[config.mk]
export PLATFORM = sky130hd
export DESIGN_NAME = bad_lane
export DESIGN_NICKNAME = d
export VERILOG_FILES = /design/src/rtl/core/bad_lane.sv
export SDC_FILE = /design/constraint.sdc
export NUM_CORES = 1
export LEC_CHECK = 0
export BUFFER_PORTS_ARGS = -buffer_cell sky130_fd_sc_hd__buf_2
export CAP_MARGIN = 10
export CORE_MARGIN = 1
export CORE_UTILIZATION = 55
export DETAILED_ROUTE_END_ITERATION = 8
export HOLD_SLACK_MARGIN = 0.06
export PLACE_DENSITY = 0.86
export SYNTH_ARGS = -nofsm -noshare
export SYNTH_HDL_FRONTEND = slang
export SYNTH_SLANG_ARGS = --single-unit
[constraint.sdc]
create_clock -name clock -period 3.59 [get_ports clock]
set_clock_uncertainty 0.1 [all_clocks]
set_input_delay 0.718 -clock clock [delete_from_list [all_inputs] [get_ports clock]]
set_output_delay 0.718 -clock clock [all_outputs]
set_load 0.02 [all_outputs]
[src/rtl/core/bad_lane.sv]
// One channel lane: bit-serial restoring divider of a block sum by its pixel count.
module bad_lane #(
   parameter int SW = 16,
   parameter int CW = 12
) (
   input  logic          clock,
   input  logic          start,
   input  logic [SW-1:0] dividend,
   input  logic [CW-1:0] divisor,
   output logic [7:0]    quotient
);
   logic [SW-1:0] quo_ff, quo_in;
   logic [SW:0]   rem_ff, rem_in;
   logic [SW:0]   trial;

   // One quotient bit per cycle, most significant first.
   always_comb begin
      trial = {rem_ff[SW-1:0], quo_ff[SW-1]};
      quo_in = {quo_ff[SW-2:0], 1'b0};
      rem_in = trial;
      if (trial >= {{(SW+1-CW){1'b0}}, divisor}) begin
         rem_in = trial - {{(SW+1-CW){1'b0}}, divisor};
         quo_in[0] = 1'b1;
      end
      if (start) begin
         quo_in = dividend;
         rem_in = '0;
      end
   end

   always_ff @(posedge clock) begin
      quo_ff <= quo_in;
      rem_ff <= rem_in;
   end

   assign quotient = quo_ff[7:0];
endmodule

==> run_results.csv <==
group,metric,value,unit
cts,cts.clk_slew.worst_paths,100,ps
cts,htreeDepth,2,
timing,period_share,75.3,%
timing,setup_violations,0,
route,totalWireLength,3560,um
timing,slew_violations,0,
cells_and_area,final_common_cell,"buf_2",
worst_hold_path,hold_class,"register to register",
power_and_ir_drop,pwr-share-seq,30.4,%
floorplan,die_w,61.0,um
cts,ctsRootBufferMaster,"clkbuf_4",
cells_and_area,antenna_cells,0,
power_and_ir_drop,p_switching,671,uW
cts,ctsHoldBuffers,0,
timing,tns,0,ps
setup_path,crit_fanout,15,
grt,gr-usage-all-layers,21.8,%
grt,grt_overflow,0,
cts,cts_tree,"yes",
place,place_congestion,0.808,
logic_synthesis,yosysWarnings,0,
cts,cts_buffers,5,
setup_path,critical_path_arrival,2850,ps
logic_synthesis,synth_edf_count,0,
cells_and_area,syn2layout_area_growth,11.4,%
run_status,status,"complete, no violations",
grt,antenna_found_initial,0,
setup_path,crit_slowest_cell,"ha_1",
floorplan,dieArea,3730,um2
grt,grt_max_degree,32,
timing,maxSlewHeadroom,56.5,%
cells_and_area,nFillCells,311,
power_and_ir_drop,p_per_area,798,nW/um2
route,drt-vias-per-instance,5.60,
route,drc,0,
setup_path,endpoint_kind,"register",
cts,clock-sinks,32,
cts,clk-insertion-delay-late,350,ps
route,vias,1569,
route,wl_per_cell,12.7,um
floorplan,core.rowCount,21,
place,io_buffers,37,
logic_synthesis,synthFlopType,"dfxtp_1",
timing,hold_viol,0,
cells_and_area,drive_gt1_share,31.2,%
logic_synthesis,ys_seq_area_share,33.4,%
floorplan,dieHeight,61.0,um
grt,grt_pass1_wl,5820,um
cts,cts_resized,0,
power_and_ir_drop,leakagePower,1.02,nW
logic_synthesis,synth_cell_types,49,
logic_synthesis,synthCells,203,
power_and_ir_drop,clock_power_share,16.2,%
cells_and_area,ff_latch_area,641,um2
place,dp_hpwl,2580,um
setup_path,path_class,"input pin to register",
timing,worstMarginPinSlew,653,ps
setup_path,ff2ff_setup_slack,980,ps
power_and_ir_drop,vdd_drop_max,0.000345,V
logic_synthesis,netlist_area,1920,um2
cells_and_area,multiInputGateArea,1100,um2
setup_path,worst_ep_required_time,3740,ps
timing,fin_crit,2700,ps
logic_synthesis,synth_nets,246,
logic_synthesis,synth_seq_cells,32,
grt,grt_pass1_vias,1346,
setup_path,start_kind,"input pin",
timing,fmax,370,MHz
logic_synthesis,synthArstFlopShare,0,%
floorplan,ios,38,
setup_path,worst_path_largest_cell_delay,360,ps
cells_and_area,nets,276,
route,drt_iter0_markers,96,
logic_synthesis,postSynthAreaPerCell,9.44,um2
setup_path,crit_path_cell_trace,"buf_2 > inv_1 > ha_1 > a21o_1 > a211oi_1 > nor3b_2 > nand3_2 > nand3b_1 > mux2_4",
cells_and_area,layout_common_cells,"buf_2, dfxtp_1, inv_1, mux2_2, nor2_1",
route,antenna_left,0,
cts,cts.path.max_buffers,2,
route,drt-pass1-iter-count,4,
job,cap_violations,0,
timing,rsz0062_at_grt,"no",
floorplan,start_util,57.4,%
power_and_ir_drop,sw_frac_of_total,39.4,%
floorplan,core,3340,um2
power_and_ir_drop,p_int,1.03,mW
power_and_ir_drop,comb_power_share,53.4,%
power_and_ir_drop,totalPowerFinal,1.70,mW
cts,cts_setup_buffers,0,
final timing paths:
check               from  depth (start not counted)    endpoint
max          divisor[10]                          9  rem_ff[12]
min           quo_ff[10]                          1  quo_ff[11]
max reg2reg   quo_ff[15]                         11  rem_ff[12]
min reg2reg   quo_ff[10]                          1  quo_ff[11]
metrics by stage:
step	hold slack [ps]	setup WS, ps	util [%]	area [um2]	instances
2_1_floorplan	334	791	-	1920	203
3_3_place_gp	339	574	61.7	2060	272
3_5_place_dp	343	540	61.7	2060	272
4_1_cts	368	909	64.0	2140	280
5_1_grt	382	694	64.0	2140	280
6_report	364	885	64.0	2140	280
area by class of cell:
type	instances	area share (%)
multi-input combinational	138	51.4
inverter	17	2.99
tap	46	2.69
sequential	32	30.0
clock inverter	2	1.64
timing repair buffer	39	9.37
clock buffer	6	1.93
state kept, by name, summed over array words and instances, names as in the netlist:
name,cells
rem_ff,16
quo_ff,16
cell usage after synthesis, drive strengths merged (2+ instances only):
cell type	number	area, um2
clkbuf	3	11.3
or4	2	18.8
mux2i	7	70.1
ha	12	150
dfxtp	32	641
nand3	4	25.0
nand4b	2	17.5
buf	13	104
o22ai	3	18.8
nor3	2	10.0
and3	3	18.8
a21o	4	30.0
nor3b	2	25.0
nand4	3	18.8
o21a	3	22.5
nor2	14	52.6
a211oi	6	60.1
mux2	17	195
o211ai	2	15.0
o21bai	2	15.0
nand2	9	33.8
or3	3	25.0
o21ai	5	25.0
a21oi	10	50.1
inv	17	63.8
xnor2	9	78.8
nand2b	2	12.5
power groups by stage:
stage	Sequential [mW]	Combinational, mW	Clock [mW]
finish	0.518	0.910	0.276
global route	0.529	1.01	0.300
CTS	0.517	0.908	0.283
detailed placement	0.525	0.898	0
global placement	0.525	0.872	0
floorplan	0.508	0.803	0
metal layers:
layer	GRT usage [%]	vias up	wire length [um]
li1	-	778	-
met3	8.19	15	261
met5	0	-	0
met2	32.8	65	1590
met1	27.4	711	1630
met4	11.4	0	82
cells by family after synthesis:
logic type	Yosys count	synth area share (%)
buffers and inverters	33	9.33
adder cells (fa/ha/maj)	13	8.88
multiplexers	24	13.8
AND/OR/NAND/NOR	50	14.9
AO/OA/AOI/OAI	41	15.0
XOR/XNOR	10	4.57
flip-flops	32	33.4
worst max-delay path, delay by kind of cell:
kind | cells | cell delay [ps]
buffers and inverters | 2 | 100
and+or+nand+nor | 3 | 890
AOI/OAI and AO/OA | 2 | 470
muxes | 1 | 310
adders and majority gates | 1 | 360
No activity file was read; power rests on OpenSTA's default activity.
