File: config.mk
export PLATFORM = sky130hd
export DESIGN_NAME = bad_ram
export DESIGN_NICKNAME = d
export VERILOG_FILES = /design/src/rtl/core/bad_ram.sv
export SDC_FILE = /design/constraint.sdc
export NUM_CORES = 1
export LEC_CHECK = 0
export BUFFER_PORTS_ARGS = -buffer_cell sky130_fd_sc_hd__buf_2
export CAP_MARGIN = 20
export CORE_ASPECT_RATIO = 0.6
export CORE_MARGIN = 10
export CORE_UTILIZATION = 50
export CTS_CLUSTER_SIZE = 10
export DETAILED_ROUTE_END_ITERATION = 10
export GPL_TIMING_DRIVEN = 0
export PLACE_DENSITY = 0.67
export SYNTH_ARGS = -nofsm -noshare
export SYNTH_HDL_FRONTEND = slang
export SYNTH_SLANG_ARGS = --single-unit
export TNS_END_PERCENT = 30
File: constraint.sdc
create_clock -name clock -period 2.5 [get_ports clock]
set_input_delay 0.375 -clock clock [delete_from_list [all_inputs] [get_ports clock]]
set_output_delay 0.375 -clock clock [all_outputs]
set_load 0.02 [all_outputs]
File: src/rtl/core/bad_ram.sv
// Generic single-port-write, registered-read RAM.
module bad_ram #(
   parameter int WIDTH = 8,
   parameter int DEPTH = 16
) (
   input  logic                     clock,
   input  logic                     wr_en,
   input  logic [$clog2(DEPTH)-1:0] wr_addr,
   input  logic [WIDTH-1:0]         wr_data,
   input  logic [$clog2(DEPTH)-1:0] rd_addr,
   output logic [WIDTH-1:0]         rd_data
);
   logic [WIDTH-1:0] mem_ff [DEPTH];

   // Write port and registered read port.
   always_ff @(posedge clock) begin
      if (wr_en) begin
         mem_ff[wr_addr] <= wr_data;
      end
      rd_data <= mem_ff[rd_addr];
   end
endmodule

==> results of run 1 <==
## flip-flops by register name (all words and copies together), names as in the netlist
signal and flops:
mem_ff 128, rd_data 8
## area by class of cell
cell class,count,area [um2]
flip-flops and latches,136,4000
fillers,708,3950
multi-input cells,83,1060
clock buffers,18,429
well taps,135,169
repair buffers,28,145
clock inverters,13,113
plain buffers,10,86.3
## metrics by stage
step | util [%] | std cells | cell area, um2 | setup slack, ps
4_1_cts | 60.3 | 423 | 6000 | 835
6_report | 60.3 | 423 | 6000 | 861
2_1_floorplan | - | 229 | 5150 | 632
3_5_place_dp | 54.9 | 392 | 5460 | 407
3_3_place_gp | 54.6 | 388 | 5440 | 65.2
5_1_grt | 60.3 | 423 | 6000 | 775
## synth_stat cells, drive strengths merged
cell type	n	area (um2)
or3b	1	8.76
edfxtp	128	3840
nand3	1	5.00
nor3	4	20.0
nand2	9	33.8
nand2b	2	12.5
nand3b	2	15.0
dfxtp	8	160
buf	7	56.3
a22oi	16	120
nor2b	1	6.26
nor2	13	48.8
and2	1	6.26
and2b	1	7.51
clkdlybuf4s25	3	30.0
mux4	32	773
## cell usage in the layout, fill, tap and decap left out, types with 2 or more instances in the layout
cell type	n
buf_2	29
edfxtp_1	128
clkinv_2	5
clkbuf_16	17
nor3_1	4
nand2b_1	2
clkdlybuf4s25_2	3
mux4_1	14
nand2_1	9
clkinv_1	5
dfxtp_1	8
buf_6	3
a22oi_1	16
nand3b_1	2
bufinv_16	2
mux4_2	18
nor2_1	13
buf_4	3
## where the power goes
part           switching [mW]  internal [mW]
clock network           0.874           1.43
logic                   0.164          0.103
registers              0.0115           2.55
## kinds of logic after synthesis
kind of cell           count (synthesis)  synth area share, %
and+or+nand+nor                       35                 3.18
DFF                                  136                 77.8
AOI/OAI and AO/OA                     16                 2.33
muxes                                 32                 15.0
buffers and inverters                 10                 1.68
## how the worst max path moves through the flow
| stage | from | cells past startpoint | slack, ps | to |
|---|---|---|---|---|
| after global placement | wr_addr[2] | 3 | 70 | mem_ff[0][7] |
| final | wr_addr[2] | 3 | 860 | mem_ff[2][1] |
| after detailed placement | wr_addr[2] | 3 | 410 | mem_ff[2][1] |
| after global routing | wr_addr[2] | 3 | 770 | mem_ff[2][7] |
| after floorplan | wr_addr[2] | 2 | 630 | mem_ff[0][0] |
| after CTS | wr_addr[2] | 3 | 840 | mem_ff[2][1] |
## routing by layer
layer | routed length (um) | vias up
li1 | - | 1068
met1 | 4880 | 1267
met2 | 4500 | 89
met3 | 851 | 14
met4 | 151 | 0
met5 | 0 | -
==> qor.txt, run 1 <==
Status -> finished clean
Met1 Usage GRT -> 21.5%
Tmin final -> 1640 ps
Setup slack, reg-to-reg -> 1070 ps
Core ar. -> 9950 um2
Area grow syn2layout -> 16.6%
Power per cell area -> 855 nW/um2
Antenna Diode Count -> 0
Slowest stage cell, crit path -> nor2_1
Max-slew violations -> 0
HP Start -> wr_data[6]
Mapped cell area -> 5150 um2
Hold buffer count at CTS -> 0
DRC Markers -> 0
Yosys warns -> 0
Total Wirelength -> 10400 um
Path depth of the worst reg2reg path -> 3
Max_slew headroom -> 44.6%
Largest net degree at the start of global routing -> 17
Final setup TNS -> 0 ps
R2R Path End -> rd_data[0]
Clock skew -> 8.06 ps
Final hold viol count -> 0
Clock Sink Count -> 136
WS Path Type -> in2reg
Peak VDD IR -> 0.599 mV
Std cell rows -> 28
Slew @ Worst Pin -> 829 ps
Worst Setup End Kind -> flip-flop
Mean Syn Cell Area -> 22.5 um2
F_max -> 610 MHz
Total CTS buffers -> 17
Average wire per standard cell -> 24.6 um
Port Buffers -> 24
Ports -> 26
Reg-to-reg startpoint -> mem_ff[5][0]
Hpwl dp -> 6710 um
Die area -> 14900 um2
Pwr Total -> 5.14 mW
Vias in the first global route -> 2509
CP bufs+invs -> 1
Startpoint type of the worst setup path -> input pin
Initial drt markers -> 186
Worst Hold Path Cells -> 1
Vias post-DR -> 2438
Die width -> 151 um
# setup viols final -> 0
Vias/cell -> 5.76
Worst path cell trace -> buf_2, or3b_2, nor2_1
Antenna viol nets, final -> 0
CTS tree -> built
Max stage delay on crit path -> 660 ps
1st-pass router iterations -> 7
# nets final -> 294
Post-synthesis instance total -> 229
Remaining global-route overflow -> 0
Share of cells above drive strength 1 -> 28.5%
Crit path max-delay family -> simple AND/OR/NAND/NOR gates
Worst-Skew Late Latency -> 410 ps
Gpl congestion -> 0.803
CP Max Fanout -> 8
WHS Endpoint -> mem_ff[7][6]
GRT Total Usage -> 14.9%
H-tree Lvls -> 4
Postcts setup bufs -> 0
CP required -> 2540 ps
Post-CTS resize count -> 0
Share of the yosys chip area belonging to registers -> 77.8%
Initial core utilization -> 51.7%
First-pass GRT wire length -> 15800 um
Gr busiest metal -> met1
CTS Buffer Depth -> 2
RSZ-0062 raised after global routing -> false
Max-cap viol count -> 0
WHS -> 361 ps
Crit path DAT -> 1670 ps
Yosys cell types -> 19
Final period util -> 65.6%
DIE HEIGHT -> 98.6 um
Root buf cell -> clkbuf_16
Yosys reg bits -> 136
M2 GR Usage -> 19.4%
Initial antenna violation count -> 0
Leak -> 2.03 nW
Syn_nets -> 247
Met3 Use GR -> 6.26%
Hold crit path type -> in2reg
Clk slew on worst S/H paths -> 50 ps
No activity file was read; power rests on OpenSTA's default activity.
==> run 2, diff against run 1 <==
clock period = 1.67 ns   (was 2.5 ns; I/O delays follow)
==> qor.txt, run 2 (same netlist as run 1, synthesis figures left out) <==
GRT Total Usage -> 14.7% (-0.25 points)
Final period util -> 90.7%
Gate power share -> 5.0% (-0.2 points)
Share of cells above drive strength 1 -> 29.9% (+1.4 points)
Root buf cell -> clkbuf_16
Max-slew violations -> 0 (unchanged)
Area of the multi-input gates -> 1060 um2 (+0.47%)
Pre-CTS setup slack -> -285 ps (-692 ps)
Max reg flops -> 128 (unchanged)
Tmin final -> 1510 ps
Clock skew -> 4.54 ps (-3.52 ps)
First-pass GRT wire length -> 15400 um (-2.2%)
Pwr Total -> 7.89 mW (+54%)
Clk network pwr share -> 46.3% (+1.4 points)
Status -> finished clean
CTS Buffer Depth -> 2 (unchanged)
WS Path Type -> in2reg
Pint -> 6.29 mW (+54%)
Vias/cell -> 5.74 (-0.37%)
Die area -> 14900 um2 (unchanged)
Area after DPL -> 5460 um2 (unchanged)
Crit path DAT -> 1550 ps (-120 ps)
Final hold viol count -> 0 (unchanged)
# nets final -> 293 (-0.34%)
Final Instance Count excl. Fillers -> 423 (unchanged)
Sequential Power Share -> 48.6% (-1.3 points)
Peak VDD IR -> 0.799 mV (+33%)
Gpl congestion -> 0.772 (-3.9%)
Path depth of the worst reg2reg path -> 3 (unchanged)
Worst Setup End Kind -> flip-flop
Hold crit path type -> in2reg
Startpoint type of the worst setup path -> input pin
Area grow syn2layout -> 17.5%
Commonest non-fill, non-tap cells in the layout -> edfxtp_1, buf_2, mux4_2, clkbuf_16, a22oi_1
Fin area -> 6050 um2 (+0.73%)
F_max -> 660 MHz
Port Buffers -> 24 (unchanged)
Worst-Skew Late Latency -> 410 ps (about the same)
Clk slew on worst S/H paths -> 50 ps (about the same)
CP required -> 1710 ps (-830 ps)
Die width -> 151 um (unchanged)
Registers with the highest flip-flop counts -> mem_ff: 128 flops, rd_data: 8 flops
P_sw -> 1.60 mW (+52%)
Max-cap viol count -> 0 (unchanged)
Clock Sink Count -> 136 (unchanged)
Final worst slack -> 156 ps (-705 ps)
Total Wirelength -> 10400 um (about the same)
Vias in the first global route -> 2471 (-1.5%)
DRC Markers -> 0 (unchanged)
Remaining global-route overflow -> 0 (unchanged)
CTS tree -> built
Core ar. -> 9950 um2 (unchanged)
Sw frac -> 20.3% (-0.15 points)
Max_slew headroom -> 42.5% (-2.0 points)
Worst Hold Path Cells -> 1 (unchanged)
Ports -> 26 (unchanged)
RSZ-0062 raised after global routing -> false
Slew @ Worst Pin -> 855 ps (+26.7 ps)
Std cell rows -> 28 (unchanged)
1st-pass router iterations -> 4 (-3)
Initial core utilization -> 51.7% (unchanged)
CP Max Fanout -> 8 (unchanged)
Initial antenna violation count -> 0 (unchanged)
Hpwl dp -> 6790 um (+1.2%)
Biggest register -> mem_ff
Commonest non-fill, non-tap cell in the layout -> edfxtp_1
Average wire per standard cell -> 24.5 um (about the same)
Leak -> 2.03 nW (+0.11%)
Seq. cell area -> 4000 um2 (unchanged)
Antenna viol nets, final -> 0 (unchanged)
Vias post-DR -> 2429 (-0.37%)
DIE HEIGHT -> 98.6 um (unchanged)
Hold buffer count at CTS -> 0 (unchanged)
Final setup TNS -> 0 ps (unchanged)
Total CTS buffers -> 17 (unchanged)
Placed cell count -> 391 (-0.26%)
H-tree Lvls -> 4 (unchanged)
Largest net degree at the start of global routing -> 17 (unchanged)
FILL cells -> 724 (+2.3%)
Postcts setup bufs -> 0 (unchanged)
Initial drt markers -> 253 (+36%)
Antenna Diode Count -> 0 (unchanged)
# setup viols final -> 0 (unchanged)
Post-CTS resize count -> 0 (unchanged)
Power per cell area -> 1300 nW/um2 (+52%)
-- run 2: cell types whose count changed in the layout (fill, tap and decap cells not counted), sizes merged --
cell / delta
clkbuf: -1
buf: -1
clkinv: -3
bufinv: +1
clkinvlp: +4
-- run 2: final timing paths --
path,slack [ps],start,end
max,160,wr_addr[2],mem_ff[1][3]
min,240,wr_data[6],mem_ff[6][6]
max reg2reg,240,mem_ff[14][0],rd_data[0]
min reg2reg,680,mem_ff[11][2],rd_data[2]
-- run 2: power groups by stage --
| stage | sequential [mW] | clock [mW] | combinational [mW] |
|---|---|---|---|
| after global routing | 3.84 | 3.85 | 0.427 |
| final | 3.84 | 3.65 | 0.398 |
| after detailed placement | 3.91 | 0 | 0.401 |
| after CTS | 3.84 | 3.71 | 0.401 |
| after floorplan | 3.93 | 0 | 0.194 |
| after global placement | 3.90 | 0 | 0.394 |
-- run 2: layout make-up --
| class | instances | share of cell area, % |
|---|---|---|
| clock inverter | 15 | 2.65 |
| tap | 135 | 2.79 |
| buffer | 10 | 1.43 |
| clock buffer | 17 | 7.03 |
| timing repair buffer | 27 | 2.32 |
| multi-input combinational | 83 | 17.6 |
| sequential | 136 | 66.2 |
-- run 2: layer usage --
layer	part of all wire [%]	global-route usage [%]	wire (um)	vias to the layer above
li1	-	-	-	1072
met1	48	22.0	4950	1254
met2	43	19.2	4500	87
met3	7.2	4.25	747	16
met4	1.7	6.63	177	0
met5	0	0	0	-
-- run 2: metrics by stage --
stage / hold slack (ps) / util [%]
after floorplan: 349 / -
after global placement: 654 / 54.7
after detailed placement: 663 / 54.9
after CTS: 224 / 60.8
after global routing: 243 / 60.8
final: 243 / 60.8
-- run 2: worst max-delay path: stages --
cell	delay (ps)
buf_2	120
or3b_2	510
nor2_1	660
